File: src/rtl/core/vumlr_pkg.sv
// Shared types and constants for the stereo VU meter LED renderer.
// No dependencies.
`timescale 1ns / 1ps
`default_nettype none

package vumlr_pkg;

    typedef enum logic [1:0] {
        MODE_CLASSIC = 2'd0,
        MODE_FIRE    = 2'd1,
        MODE_OCEAN   = 2'd2,
        MODE_SOLID   = 2'd3
    } mode_t;

    localparam int CFG_IDX_W  = 8;
    localparam int CFG_DATA_W = 8;

    localparam logic [CFG_IDX_W-1:0] REG_MODE  = 8'd0;
    localparam logic [CFG_IDX_W-1:0] REG_DECAY = 8'd1;
    localparam logic [CFG_IDX_W-1:0] REG_HOLD  = 8'd2;
    localparam logic [CFG_IDX_W-1:0] REG_FALL  = 8'd3;

    typedef struct packed {
        mode_t      mode;
        logic [3:0] decay_step;
        logic [7:0] hold_frames;
        logic [3:0] fall_interval;
    } cfg_t;

    localparam cfg_t CFG_RESET = '{
        mode:          MODE_CLASSIC,
        decay_step:    4'd3,
        hold_frames:   8'd48,
        fall_interval: 4'd2
    };

endpackage

`default_nettype wire

File: src/rtl/core/vumlr_if.sv
// Handshake interfaces: level input, LED color output, register writes.
// Depends on vumlr_pkg.
`timescale 1ns / 1ps
`default_nettype none

interface vumlr_in_if;
    logic       valid;
    logic       ready;
    logic [4:0] left_vol;
    logic [4:0] right_vol;

    modport source (output valid, output left_vol, output right_vol, input ready);
    modport sink   (input valid, input left_vol, input right_vol, output ready);
endinterface

interface vumlr_out_if;
    logic       valid;
    logic       ready;
    logic [4:0] led_index;
    logic [7:0] red;
    logic [7:0] green;
    logic [7:0] blue;
    logic       last;

    modport source (output valid, output led_index, output red, output green, output blue,
                    output last, input ready);
    modport sink   (input valid, input led_index, input red, input green, input blue,
                    input last, output ready);
endinterface

interface vumlr_cfg_if;
    logic                          valid;
    logic                          ready;
    logic [vumlr_pkg::CFG_IDX_W-1:0]  index;
    logic [vumlr_pkg::CFG_DATA_W-1:0] data;

    modport source (output valid, output index, output data, input ready);
    modport sink   (input valid, input index, input data, output ready);
endinterface

`default_nettype wire

File: src/rtl/core/vumlr_cfg.sv
// Configuration register file: mode, decay step, hold frames, fall interval.
// Depends on vumlr_pkg and vumlr_cfg_if.
`timescale 1ns / 1ps
`default_nettype none

module vumlr_cfg
(
    input  wire logic      clk,
    input  wire logic      rst_n,
    vumlr_cfg_if.sink      wr,
    output vumlr_pkg::cfg_t cfg
);
    import vumlr_pkg::*;

    cfg_t cfg_reg;
    cfg_t cfg_next;

    assign wr.ready = 1'b1;
    assign cfg      = cfg_reg;

    always_comb
    begin
        cfg_next = cfg_reg;
        if (wr.valid)
        begin
            case (wr.index)
                REG_MODE:  cfg_next.mode          = mode_t'(wr.data[1:0]);
                REG_DECAY: cfg_next.decay_step    = wr.data[3:0];
                REG_HOLD:  cfg_next.hold_frames   = wr.data[7:0];
                REG_FALL:  cfg_next.fall_interval = wr.data[3:0];
                default:   cfg_next = cfg_reg;
            endcase
        end
    end

    always_ff @(posedge clk or negedge rst_n)
    begin
        if (!rst_n)
            cfg_reg <= CFG_RESET;
        else
            cfg_reg <= cfg_next;
    end

endmodule

`default_nettype wire

File: src/rtl/core/vumlr_track.sv
// Per-channel level tracking: display level decay, bar height, peak hold and fall.
// Depends on vumlr_pkg and vumlr_in_if.
`timescale 1ns / 1ps
`default_nettype none

module vumlr_track
#(
    parameter int BAR_LEDS = 16,
    parameter int HW       = $clog2(BAR_LEDS + 1)
)
(
    input  wire logic            clk,
    input  wire logic            rst_n,
    vumlr_in_if.sink             levels,
    input  vumlr_pkg::cfg_t      cfg,
    input  wire logic            take,
    output logic                 pending,
    output logic [1:0][HW-1:0]   heights,
    output logic [1:0][HW-1:0]   peaks
);
    import vumlr_pkg::*;

    localparam int DW = $clog2(BAR_LEDS * 10 + 1);
    localparam int MW = DW + 8;

    logic [1:0][DW-1:0] disp_reg,   disp_next;
    logic [1:0][HW-1:0] height_reg, height_next;
    logic [1:0][HW-1:0] peak_reg,   peak_next;
    logic [1:0][7:0]    hold_reg,   hold_next;
    logic [1:0][3:0]    fall_reg,   fall_next;
    logic               pending_reg, pending_next;
    logic               accept;

    logic [1:0][4:0]    raw;
    logic [1:0][HW-1:0] lvl;
    logic [1:0][DW-1:0] target;
    logic [1:0][DW-1:0] disp_upd;
    logic [1:0][MW-1:0] prod;
    logic [1:0][HW-1:0] h_upd;
    logic [1:0][3:0]    fall_inc;

    assign levels.ready = !pending_reg;
    assign accept       = levels.valid && !pending_reg;
    assign pending      = pending_reg;
    assign heights      = height_reg;
    assign peaks        = peak_reg;
    assign raw[0]       = levels.left_vol;
    assign raw[1]       = levels.right_vol;

    always_comb
    begin
        for (int c = 0; c < 2; c++)
        begin
            if (8'(raw[c]) > 8'(BAR_LEDS))
                lvl[c] = HW'(BAR_LEDS);
            else
                lvl[c] = HW'(raw[c]);
            target[c] = DW'(DW'(lvl[c]) * DW'(10));

            if (target[c] > disp_reg[c])
                disp_upd[c] = target[c];
            else if (disp_reg[c] >= DW'(cfg.decay_step))
                disp_upd[c] = disp_reg[c] - DW'(cfg.decay_step);
            else
                disp_upd[c] = '0;

            // divide by ten: x * 205 >> 11 is exact below 1029
            prod[c]  = MW'(disp_upd[c]) * MW'(205);
            h_upd[c] = HW'(prod[c] >> 11);

            fall_inc[c] = fall_reg[c] + 4'd1;
        end
    end

    always_comb
    begin
        disp_next    = disp_reg;
        height_next  = height_reg;
        peak_next    = peak_reg;
        hold_next    = hold_reg;
        fall_next    = fall_reg;
        pending_next = pending_reg;

        if (take)
            pending_next = 1'b0;

        if (accept)
        begin
            pending_next = 1'b1;
            for (int c = 0; c < 2; c++)
            begin
                disp_next[c]   = disp_upd[c];
                height_next[c] = h_upd[c];
                if (h_upd[c] >= peak_reg[c])
                begin
                    peak_next[c] = h_upd[c];
                    hold_next[c] = cfg.hold_frames;
                    fall_next[c] = '0;
                end
                else if (hold_reg[c] != 8'd0)
                begin
                    hold_next[c] = hold_reg[c] - 8'd1;
                end
                else if (peak_reg[c] != '0)
                begin
                    if (fall_inc[c] >= cfg.fall_interval)
                    begin
                        peak_next[c] = peak_reg[c] - HW'(1);
                        fall_next[c] = '0;
                    end
                    else
                    begin
                        fall_next[c] = fall_inc[c];
                    end
                end
            end
        end
    end

    always_ff @(posedge clk or negedge rst_n)
    begin
        if (!rst_n)
        begin
            disp_reg    <= '0;
            height_reg  <= '0;
            peak_reg    <= '0;
            hold_reg    <= '0;
            fall_reg    <= '0;
            pending_reg <= 1'b0;
        end
        else
        begin
            disp_reg    <= disp_next;
            height_reg  <= height_next;
            peak_reg    <= peak_next;
            hold_reg    <= hold_next;
            fall_reg    <= fall_next;
            pending_reg <= pending_next;
        end
    end

endmodule

`default_nettype wire

File: src/rtl/core/vumlr_render.sv
// Frame renderer: walks both bars into an output register, one LED per cycle unless leds stalls.
// Depends on vumlr_pkg and vumlr_out_if.
`timescale 1ns / 1ps
`default_nettype none

module vumlr_render
#(
    parameter int BAR_LEDS = 16,
    parameter int HW       = $clog2(BAR_LEDS + 1)
)
(
    input  wire logic            clk,
    input  wire logic            rst_n,
    input  vumlr_pkg::cfg_t      cfg,
    input  wire logic            pending,
    output logic                 take,
    input  wire logic [1:0][HW-1:0] heights,
    input  wire logic [1:0][HW-1:0] peaks,
    vumlr_out_if.source          leds
);
    import vumlr_pkg::*;

    localparam int PW = $clog2(BAR_LEDS);
    localparam int IW = $clog2(2 * BAR_LEDS);

    typedef struct packed {
        logic [7:0] r;
        logic [7:0] g;
        logic [7:0] b;
    } rgb_t;

    function automatic rgb_t led_rgb(input mode_t m, input logic ch, input logic [7:0] i,
                                     input logic lit, input logic peak_here);
        rgb_t       c;
        logic [7:0] heat;
        c    = '0;
        heat = {i[3:0], 4'b0000};
        if (lit)
        begin
            case (m)
                MODE_CLASSIC:
                begin
                    if (i < 8'd10)
                    begin
                        c.r = 8'(i * 8'd25);
                        c.g = 8'd220;
                    end
                    else if (i < 8'd14)
                    begin
                        c.r = 8'd255;
                        c.g = 8'(8'd220 - 8'((i - 8'd10) * 8'd55));
                    end
                    else
                    begin
                        c.r = 8'd255;
                    end
                end
                MODE_FIRE:
                begin
                    c.r = 8'd255;
                    c.g = heat;
                    c.b = (heat > 8'd128) ? heat - 8'd128 : 8'd0;
                end
                MODE_OCEAN:
                begin
                    c.g = 8'(i * 8'd15);
                    c.b = 8'(8'd100 + 8'(i * 8'd9));
                end
                MODE_SOLID:
                begin
                    if (!ch)
                    begin
                        c.r = 8'd180;
                        c.b = 8'd255;
                    end
                    else
                    begin
                        c.g = 8'd220;
                        c.b = 8'd255;
                    end
                end
                default: c = '0;
            endcase
        end
        if (peak_here)
        begin
            case (m)
                MODE_CLASSIC: c = '{r: 8'd255, g: 8'd255, b: 8'd255};
                MODE_FIRE:    c = '{r: 8'd255, g: 8'd255, b: 8'd200};
                MODE_OCEAN:   c = '{r: 8'd0,   g: 8'd255, b: 8'd255};
                default:      c = c;
            endcase
        end
        return c;
    endfunction

    logic [1:0][HW-1:0] frame_h_reg, frame_p_reg;
    logic               active_reg;
    logic [PW-1:0]      pos_reg;
    logic               ch_reg;
    logic [IW-1:0]      idx_reg;
    logic               valid_reg;
    logic [4:0]         index_reg;
    rgb_t               rgb_reg;
    logic               last_reg;

    logic               advance;
    logic               last_led;
    logic [HW-1:0]      cur_h, cur_p, pos_ext;
    logic               lit, peak_here;
    rgb_t               rgb;

    assign advance  = active_reg && (!valid_reg || leds.ready);
    assign last_led = ch_reg && (pos_reg == PW'(BAR_LEDS - 1));
    assign take     = pending && (!active_reg || (advance && last_led));

    assign cur_h     = ch_reg ? frame_h_reg[1] : frame_h_reg[0];
    assign cur_p     = ch_reg ? frame_p_reg[1] : frame_p_reg[0];
    assign pos_ext   = HW'(pos_reg);
    assign lit       = pos_ext < cur_h;
    assign peak_here = (cur_p != '0) && (pos_ext + HW'(1) == cur_p);
    assign rgb       = led_rgb(cfg.mode, ch_reg, 8'(pos_reg), lit, peak_here);

    assign leds.valid     = valid_reg;
    assign leds.led_index = index_reg;
    assign leds.red       = rgb_reg.r;
    assign leds.green     = rgb_reg.g;
    assign leds.blue      = rgb_reg.b;
    assign leds.last      = last_reg;

    always_ff @(posedge clk or negedge rst_n)
    begin
        if (!rst_n)
        begin
            active_reg <= 1'b0;
            pos_reg    <= '0;
            ch_reg     <= 1'b0;
            idx_reg    <= '0;
            valid_reg  <= 1'b0;
        end
        else
        begin
            if (take)
            begin
                active_reg <= 1'b1;
                pos_reg    <= '0;
                ch_reg     <= 1'b0;
                idx_reg    <= '0;
            end
            else if (advance)
            begin
                if (last_led)
                    active_reg <= 1'b0;
                else if (pos_reg == PW'(BAR_LEDS - 1))
                begin
                    pos_reg <= '0;
                    ch_reg  <= 1'b1;
                end
                else
                    pos_reg <= pos_reg + PW'(1);
                idx_reg <= idx_reg + IW'(1);
            end

            if (advance)
                valid_reg <= 1'b1;
            else if (leds.ready)
                valid_reg <= 1'b0;
        end
    end

    always_ff @(posedge clk)
    begin
        if (take)
        begin
            frame_h_reg <= heights;
            frame_p_reg <= peaks;
        end
        if (advance)
        begin
            index_reg <= 5'(idx_reg);
            rgb_reg   <= rgb;
            last_reg  <= last_led;
        end
    end

endmodule

`default_nettype wire

File: src/rtl/core/stereo_vu_meter_led_renderer.sv
// Top level of the stereo VU meter LED renderer.
// Depends on vumlr_pkg, vumlr_if, vumlr_cfg, vumlr_track and vumlr_render.
//
//   Channel  Dir  Payload                                   Transaction
//   levels   in   left_vol, right_vol                       one audio frame
//   leds     out  led_index, red, green, blue, last         one LED color
//   cfg      in   index, data                               one register write
//
// A frame is tracked in the cycle it is accepted, then emits 2*BAR_LEDS colors,
// one per cycle while leds is not stalled, from the output register.
// One further frame is taken while the current one is emitting.
// Reset clears the channel valid and control state (not the LED data registers) and loads the register defaults.
// A stalled leds channel holds the render counters; levels backs up behind it.
`timescale 1ns / 1ps
`default_nettype none

module stereo_vu_meter_led_renderer
#(
    parameter int BAR_LEDS = 16
)
(
    input  wire logic   clk,
    input  wire logic   rst_n,
    vumlr_in_if.sink    levels,
    vumlr_out_if.source leds,
    vumlr_cfg_if.sink   cfg
);
    import vumlr_pkg::*;

    localparam int HW = $clog2(BAR_LEDS + 1);

    cfg_t               cfg_val;
    logic               take;
    logic               pending;
    logic [1:0][HW-1:0] heights;
    logic [1:0][HW-1:0] peaks;

    vumlr_cfg u_cfg
    (
        .clk   (clk),
        .rst_n (rst_n),
        .wr    (cfg),
        .cfg   (cfg_val)
    );

    vumlr_track #(.BAR_LEDS(BAR_LEDS), .HW(HW)) u_track
    (
        .clk     (clk),
        .rst_n   (rst_n),
        .levels  (levels),
        .cfg     (cfg_val),
        .take    (take),
        .pending (pending),
        .heights (heights),
        .peaks   (peaks)
    );

    vumlr_render #(.BAR_LEDS(BAR_LEDS), .HW(HW)) u_render
    (
        .clk     (clk),
        .rst_n   (rst_n),
        .cfg     (cfg_val),
        .pending (pending),
        .take    (take),
        .heights (heights),
        .peaks   (peaks),
        .leds    (leds)
    );

endmodule

`default_nettype wire
File: src/flat_wrapper.sv
// flat-port wrapper written by rule: the top's interface ports become plain ports
module stereo_vu_meter_led_renderer_flat import vumlr_pkg::*;
#(
    parameter int BAR_LEDS = 16
)
  (clk, rst_n, levels_valid, levels_left_vol, levels_right_vol, levels_ready, leds_valid, leds_led_index, leds_red, leds_green, leds_blue, leds_last, leds_ready, cfg_valid, cfg_index, cfg_data, cfg_ready);
  vumlr_in_if levels_i ();
  vumlr_out_if leds_i ();
  vumlr_cfg_if cfg_i ();
  input  wire logic clk;
  input  wire logic rst_n;
  input wire logic [$bits(levels_i.valid)-1:0] levels_valid;
  input wire logic [$bits(levels_i.left_vol)-1:0] levels_left_vol;
  input wire logic [$bits(levels_i.right_vol)-1:0] levels_right_vol;
  output wire logic [$bits(levels_i.ready)-1:0] levels_ready;
  output wire logic [$bits(leds_i.valid)-1:0] leds_valid;
  output wire logic [$bits(leds_i.led_index)-1:0] leds_led_index;
  output wire logic [$bits(leds_i.red)-1:0] leds_red;
  output wire logic [$bits(leds_i.green)-1:0] leds_green;
  output wire logic [$bits(leds_i.blue)-1:0] leds_blue;
  output wire logic [$bits(leds_i.last)-1:0] leds_last;
  input wire logic [$bits(leds_i.ready)-1:0] leds_ready;
  input wire logic [$bits(cfg_i.valid)-1:0] cfg_valid;
  input wire logic [$bits(cfg_i.index)-1:0] cfg_index;
  input wire logic [$bits(cfg_i.data)-1:0] cfg_data;
  output wire logic [$bits(cfg_i.ready)-1:0] cfg_ready;
  assign levels_i.valid = levels_valid;
  assign levels_i.left_vol = levels_left_vol;
  assign levels_i.right_vol = levels_right_vol;
  assign levels_ready = levels_i.ready;
  assign leds_valid = leds_i.valid;
  assign leds_led_index = leds_i.led_index;
  assign leds_red = leds_i.red;
  assign leds_green = leds_i.green;
  assign leds_blue = leds_i.blue;
  assign leds_last = leds_i.last;
  assign leds_i.ready = leds_ready;
  assign cfg_i.valid = cfg_valid;
  assign cfg_i.index = cfg_index;
  assign cfg_i.data = cfg_data;
  assign cfg_ready = cfg_i.ready;
  stereo_vu_meter_led_renderer #(.BAR_LEDS(BAR_LEDS)) u_core (.clk(clk), .rst_n(rst_n), .levels(levels_i), .leds(leds_i), .cfg(cfg_i));
endmodule
File: config.mk
export PLATFORM = sky130hd
export DESIGN_NAME = stereo_vu_meter_led_renderer_flat
export DESIGN_NICKNAME = d
export VERILOG_FILES = /design/src/rtl/core/vumlr_pkg.sv /design/src/rtl/core/vumlr_if.sv /design/src/rtl/core/vumlr_cfg.sv /design/src/rtl/core/vumlr_track.sv /design/src/rtl/core/vumlr_render.sv /design/src/rtl/core/stereo_vu_meter_led_renderer.sv /design/src/flat_wrapper.sv
export SDC_FILE = /design/constraint.sdc
export NUM_CORES = 1
export LEC_CHECK = 0
export BUFFER_PORTS_ARGS = -buffer_cell sky130_fd_sc_hd__buf_4
export CAP_MARGIN = 20
export CORE_MARGIN = 2
export CORE_UTILIZATION = 57
export DETAILED_ROUTE_END_ITERATION = 8
export PLACE_DENSITY = 0.78
export SLEW_MARGIN = 20
export SYNTH_ARGS = -nofsm -noshare
export SYNTH_HDL_FRONTEND = slang
export SYNTH_SLANG_ARGS = --single-unit
File: constraint.sdc
create_clock -name clk -period 7.1 [get_ports clk]
set_clock_uncertainty 0.05 [all_clocks]
set_input_delay 1.065 -clock clk [delete_from_list [all_inputs] [get_ports clk]]
set_output_delay 1.065 -clock clk [all_outputs]
set_load 0.01 [all_outputs]
==> impl_metrics.prom <==
# TYPE chip_impl_metric gauge
chip_impl_info{name="routed.top_layer",value="met4"} 1
chip_impl_metric{name="antenna_left",unit=""} 0
chip_impl_metric{name="post-route-util",unit="%"} 78.8
chip_impl_metric{name="cts-htree-levels",unit=""} 4
chip_impl_metric{name="max_slew_margin",unit="%"} 20.0
chip_impl_metric{name="grt_antenna_before_repair",unit=""} 0
chip_impl_info{name="worst-setup-path-type",value="in2reg"} 1
chip_impl_metric{name="timing.final.ws_setup",unit="ps"} -1440
chip_impl_metric{name="design.core.area",unit="sq mm"} 0.0201
chip_impl_info{name="rsz0062_at_grt",value="yes"} 1
chip_impl_metric{name="timing.final.hold_violations",unit=""} 0
chip_impl_metric{name="placed_area",unit="sq mm"} 0.0136
chip_impl_metric{name="maximum_number_of_pins_on_one_net_before_global_route_repair",unit=""} 55
chip_impl_metric{name="drive_above_1_share",unit="%"} 35.7
chip_impl_metric{name="clk_latency",unit="ps"} 440
chip_impl_metric{name="critPathMaxStageDelay",unit="ps"} 530
chip_impl_metric{name="max-cap-violations",unit=""} 0
chip_impl_info{name="run_status",value="finished, violations left"} 1
chip_impl_metric{name="total_of_warnings_raised_by_yosys",unit=""} 0
chip_impl_metric{name="tightestPinTransition",unit="ps"} 1200
chip_impl_metric{name="finalWeightedCongestion",unit=""} 0.893
chip_impl_info{name="tritoncts",value="built"} 1
chip_impl_metric{name="synthToLayoutAreaGrowth",unit="%"} 36.3
chip_impl_metric{name="synth_instances",unit=""} 1196
chip_impl_metric{name="timing.final.setup_violations",unit=""} 44
chip_impl_metric{name="mappedNetlistArea",unit="sq mm"} 0.0116
chip_impl_info{name="clk_root_buffer_cell",value="clkbuf_16"} 1
chip_impl_metric{name="globalRouteTotalUtil",unit="%"} 29.9
chip_impl_metric{name="detail_route.wirelength.met1",unit="microns"} 13000
chip_impl_metric{name="synth_seq_area_share",unit="%"} 32.6
chip_impl_metric{name="initial_utilization",unit="%"} 57.8
chip_impl_metric{name="ys_seq_elements",unit=""} 141
chip_impl_metric{name="critical_path_required",unit="ps"} 7360
chip_impl_metric{name="max_freq",unit="MHz"} 117
chip_impl_metric{name="slew_violations",unit=""} 0
chip_impl_metric{name="synth_enable_flop_cells",unit=""} 50
chip_impl_metric{name="die_area",unit="sq mm"} 0.0215
chip_impl_metric{name="number_of_nets_in_the_layout",unit=""} 1690
chip_impl_metric{name="final_instance_area",unit="sq mm"} 0.0158
chip_impl_info{name="crit_path_start_kind",value="primary input"} 1
chip_impl_metric{name="period_minus_slack",unit="ps"} 8540
chip_impl_metric{name="max-clock-path-buffers",unit=""} 2
chip_impl_info{name="synth-main-ff-cell",value="dfrtp_1"} 1
chip_impl_metric{name="routed_wirelength_normalized_by_instance_count",unit="microns"} 21.2
chip_impl_metric{name="synth_cell_type_count",unit=""} 74
chip_impl_info{name="critical_path.most_common_cell",value="ha_4"} 1
chip_impl_metric{name="drt_pre_antenna_iters",unit=""} 5
chip_impl_metric{name="cp_data_arrival_time",unit="ps"} 8800
chip_impl_metric{name="wirelength",unit="microns"} 36400
chip_impl_metric{name="grt_first_pass_wirelength",unit="microns"} 51500
chip_impl_metric{name="cts.sinks",unit=""} 141
chip_impl_info{name="failing_checks",value="setup timing"} 1
chip_impl_metric{name="dr_total_vias",unit=""} 10700
chip_impl_metric{name="first_iter_violations",unit=""} 809
chip_impl_metric{name="cts_made_buffers",unit=""} 17
chip_impl_metric{name="fp.dieH",unit="microns"} 147
chip_impl_metric{name="largest_register_ffs",unit=""} 18
chip_impl_metric{name="synthArstFlopShare",unit="%"} 64.5
chip_impl_info{name="worst_path_max_delay_cell",value="fa_1"} 1
chip_impl_info{name="end_kind",value="flip-flop"} 1
chip_impl_metric{name="insertedDiodeCount",unit=""} 0
chip_impl_metric{name="vias_per_cell",unit=""} 6.26
chip_impl_metric{name="detailroute.wirelength.met3",unit="microns"} 2500
chip_impl_metric{name="grt-ovfl-total",unit=""} 0
chip_impl_metric{name="drcViolationCount",unit=""} 0
chip_impl_metric{name="met2WireLength",unit="microns"} 18400
chip_impl_metric{name="layout_worst_path_cycle_share",unit="%"} 120
chip_impl_metric{name="die_w",unit="microns"} 147
chip_impl_metric{name="grt_pass1_vias",unit=""} 10600
chip_impl_metric{name="synth_fp_nets",unit=""} 1452
chip_impl_metric{name="syn_avg_cell_area",unit="sq um"} 9.71
chip_impl_metric{name="critical_path.max_fanout",unit=""} 6
chip_impl_metric{name="clk_transition_reported_paths",unit="ps"} 70
chip_impl_metric{name="hpwlAfterDp",unit="microns"} 20400
chip_impl_metric{name="floorplan.io_pins",unit=""} 64
chip_impl_metric{name="placementRows",unit=""} 52
chip_impl_metric{name="io_buffer_count",unit=""} 62
chip_impl_info{name="hp-class",value="reg2reg"} 1
metrics by stage:
step	hold slack, ps	worst slack, ps	cells	setup TNS [ps]
global placement	379	-1670	1631	-52930
floorplan	371	-1310	1196	-35190
CTS	396	-1020	1697	-29130
global route	414	-1690	1717	-56740
finish	398	-1440	1717	-46530
detailed placement	381	-1750	1631	-60830
cell families after synthesis:
group,synth area share [%]
AO/OA/AOI/OAI,14.5
XOR/XNOR,4.37
adder cells (fa/ha/maj),26.6
buffers and inverters,5.46
flip-flops,32.6
multiplexers,4.00
other,0.0323
AND/OR/NAND/NOR,12.4
cell type report:
| class | instances | area [sq um] |
|---|---|---|
| tap | 270 | 338 |
| timing repair buffer | 257 | 2170 |
| inverter | 126 | 473 |
| clock buffer | 17 | 425 |
| multi-input combinational | 891 | 8450 |
| clock inverter | 15 | 193 |
| fill | 1083 | 4270 |
| sequential | 141 | 3780 |
path summary, 6_finish.rpt:
path                       slack [ps]                                  endpoint  cells past startpoint                                   from
min reg2reg                       400  u_core.u_render.frame_h_reg[9]$_DFFE_PP_                      0  u_core.u_track.heights[9]$_DFFE_PN0P_
max in group asynchronous        5320     u_core.u_track.heights[1]$_DFFE_PN0P_                      2                                  rst_n
min in group asynchronous         540   u_core.u_track.disp_reg[13]$_DFFE_PN0P_                      1                                  rst_n
max reg2reg                      -710    u_core.u_track.fall_reg[6]$_DFFE_PN0P_                     34       u_core.u_cfg.cfg[12]$_DFFE_PN1P_
min                               400  u_core.u_render.frame_h_reg[9]$_DFFE_PP_                      0  u_core.u_track.heights[9]$_DFFE_PN0P_
max                             -1440    u_core.u_track.fall_reg[2]$_DFFE_PN0P_                     37                     levels_left_vol[4]
synth_stat cells, drive strengths merged, types with 9 or more instances:
master  number  area (sq um)
nor2        88           330
o21ai      102           526
nor3        13          65.1
xnor2       34           298
clkbuf      29           109
ha         188          2350
inv        125           469
nand2       88           333
dfrtp       86          2150
a21oi       66           330
edfxtp      50          1500
nor2b       12          75.1
a21o        29           218
buf          9          52.6
fa          37           741
mux2        27           304
nor4         9          81.3
nand3       16          80.1
mux2i       16           160
nand4       10          62.6
xor2        24           210
a31oi       10          62.6
nand2b      21           131
placed cells by master (no fill, tap or decap), drive strengths merged, types with 17 or more instances in the layout:
| master | count |
|---|---|
| xor2 | 24 |
| edfxtp | 50 |
| nand2b | 21 |
| nor2 | 88 |
| a21oi | 66 |
| inv | 136 |
| ha | 188 |
| buf | 257 |
| o21ai | 102 |
| fa | 37 |
| nand2 | 88 |
| xnor2 | 34 |
| mux2 | 27 |
| clkbuf | 17 |
| dfrtp | 86 |
| a21o | 29 |
worst max-delay path: cells and delay by family:
kind / cells / cell delay (ps)
fa+ha+maj: 9 / 3200
compound gates: 13 / 2470
buf+inv: 10 / 1250
simple gates: 3 / 420
xor+xnor: 2 / 370
what timing repair did:
item,CTS,global route
cloned,6,0
pin swaps,51,64
endpoints found under the setup margin,41,44
setup buffers,28,28
resized for setup,170,110
hold buffers,0,0
metal layers:
metal  GRT usage (%)  vias to the layer above
met5               0                        -
met2            54.3                      656
met3            5.31                      251
li1                -                     4681
met1            34.1                     5153
met4            14.1                        0
Power is left out: the tool's default activity adds up to more than one toggle a clock period on the data nets, which glitch-free logic cannot reach.
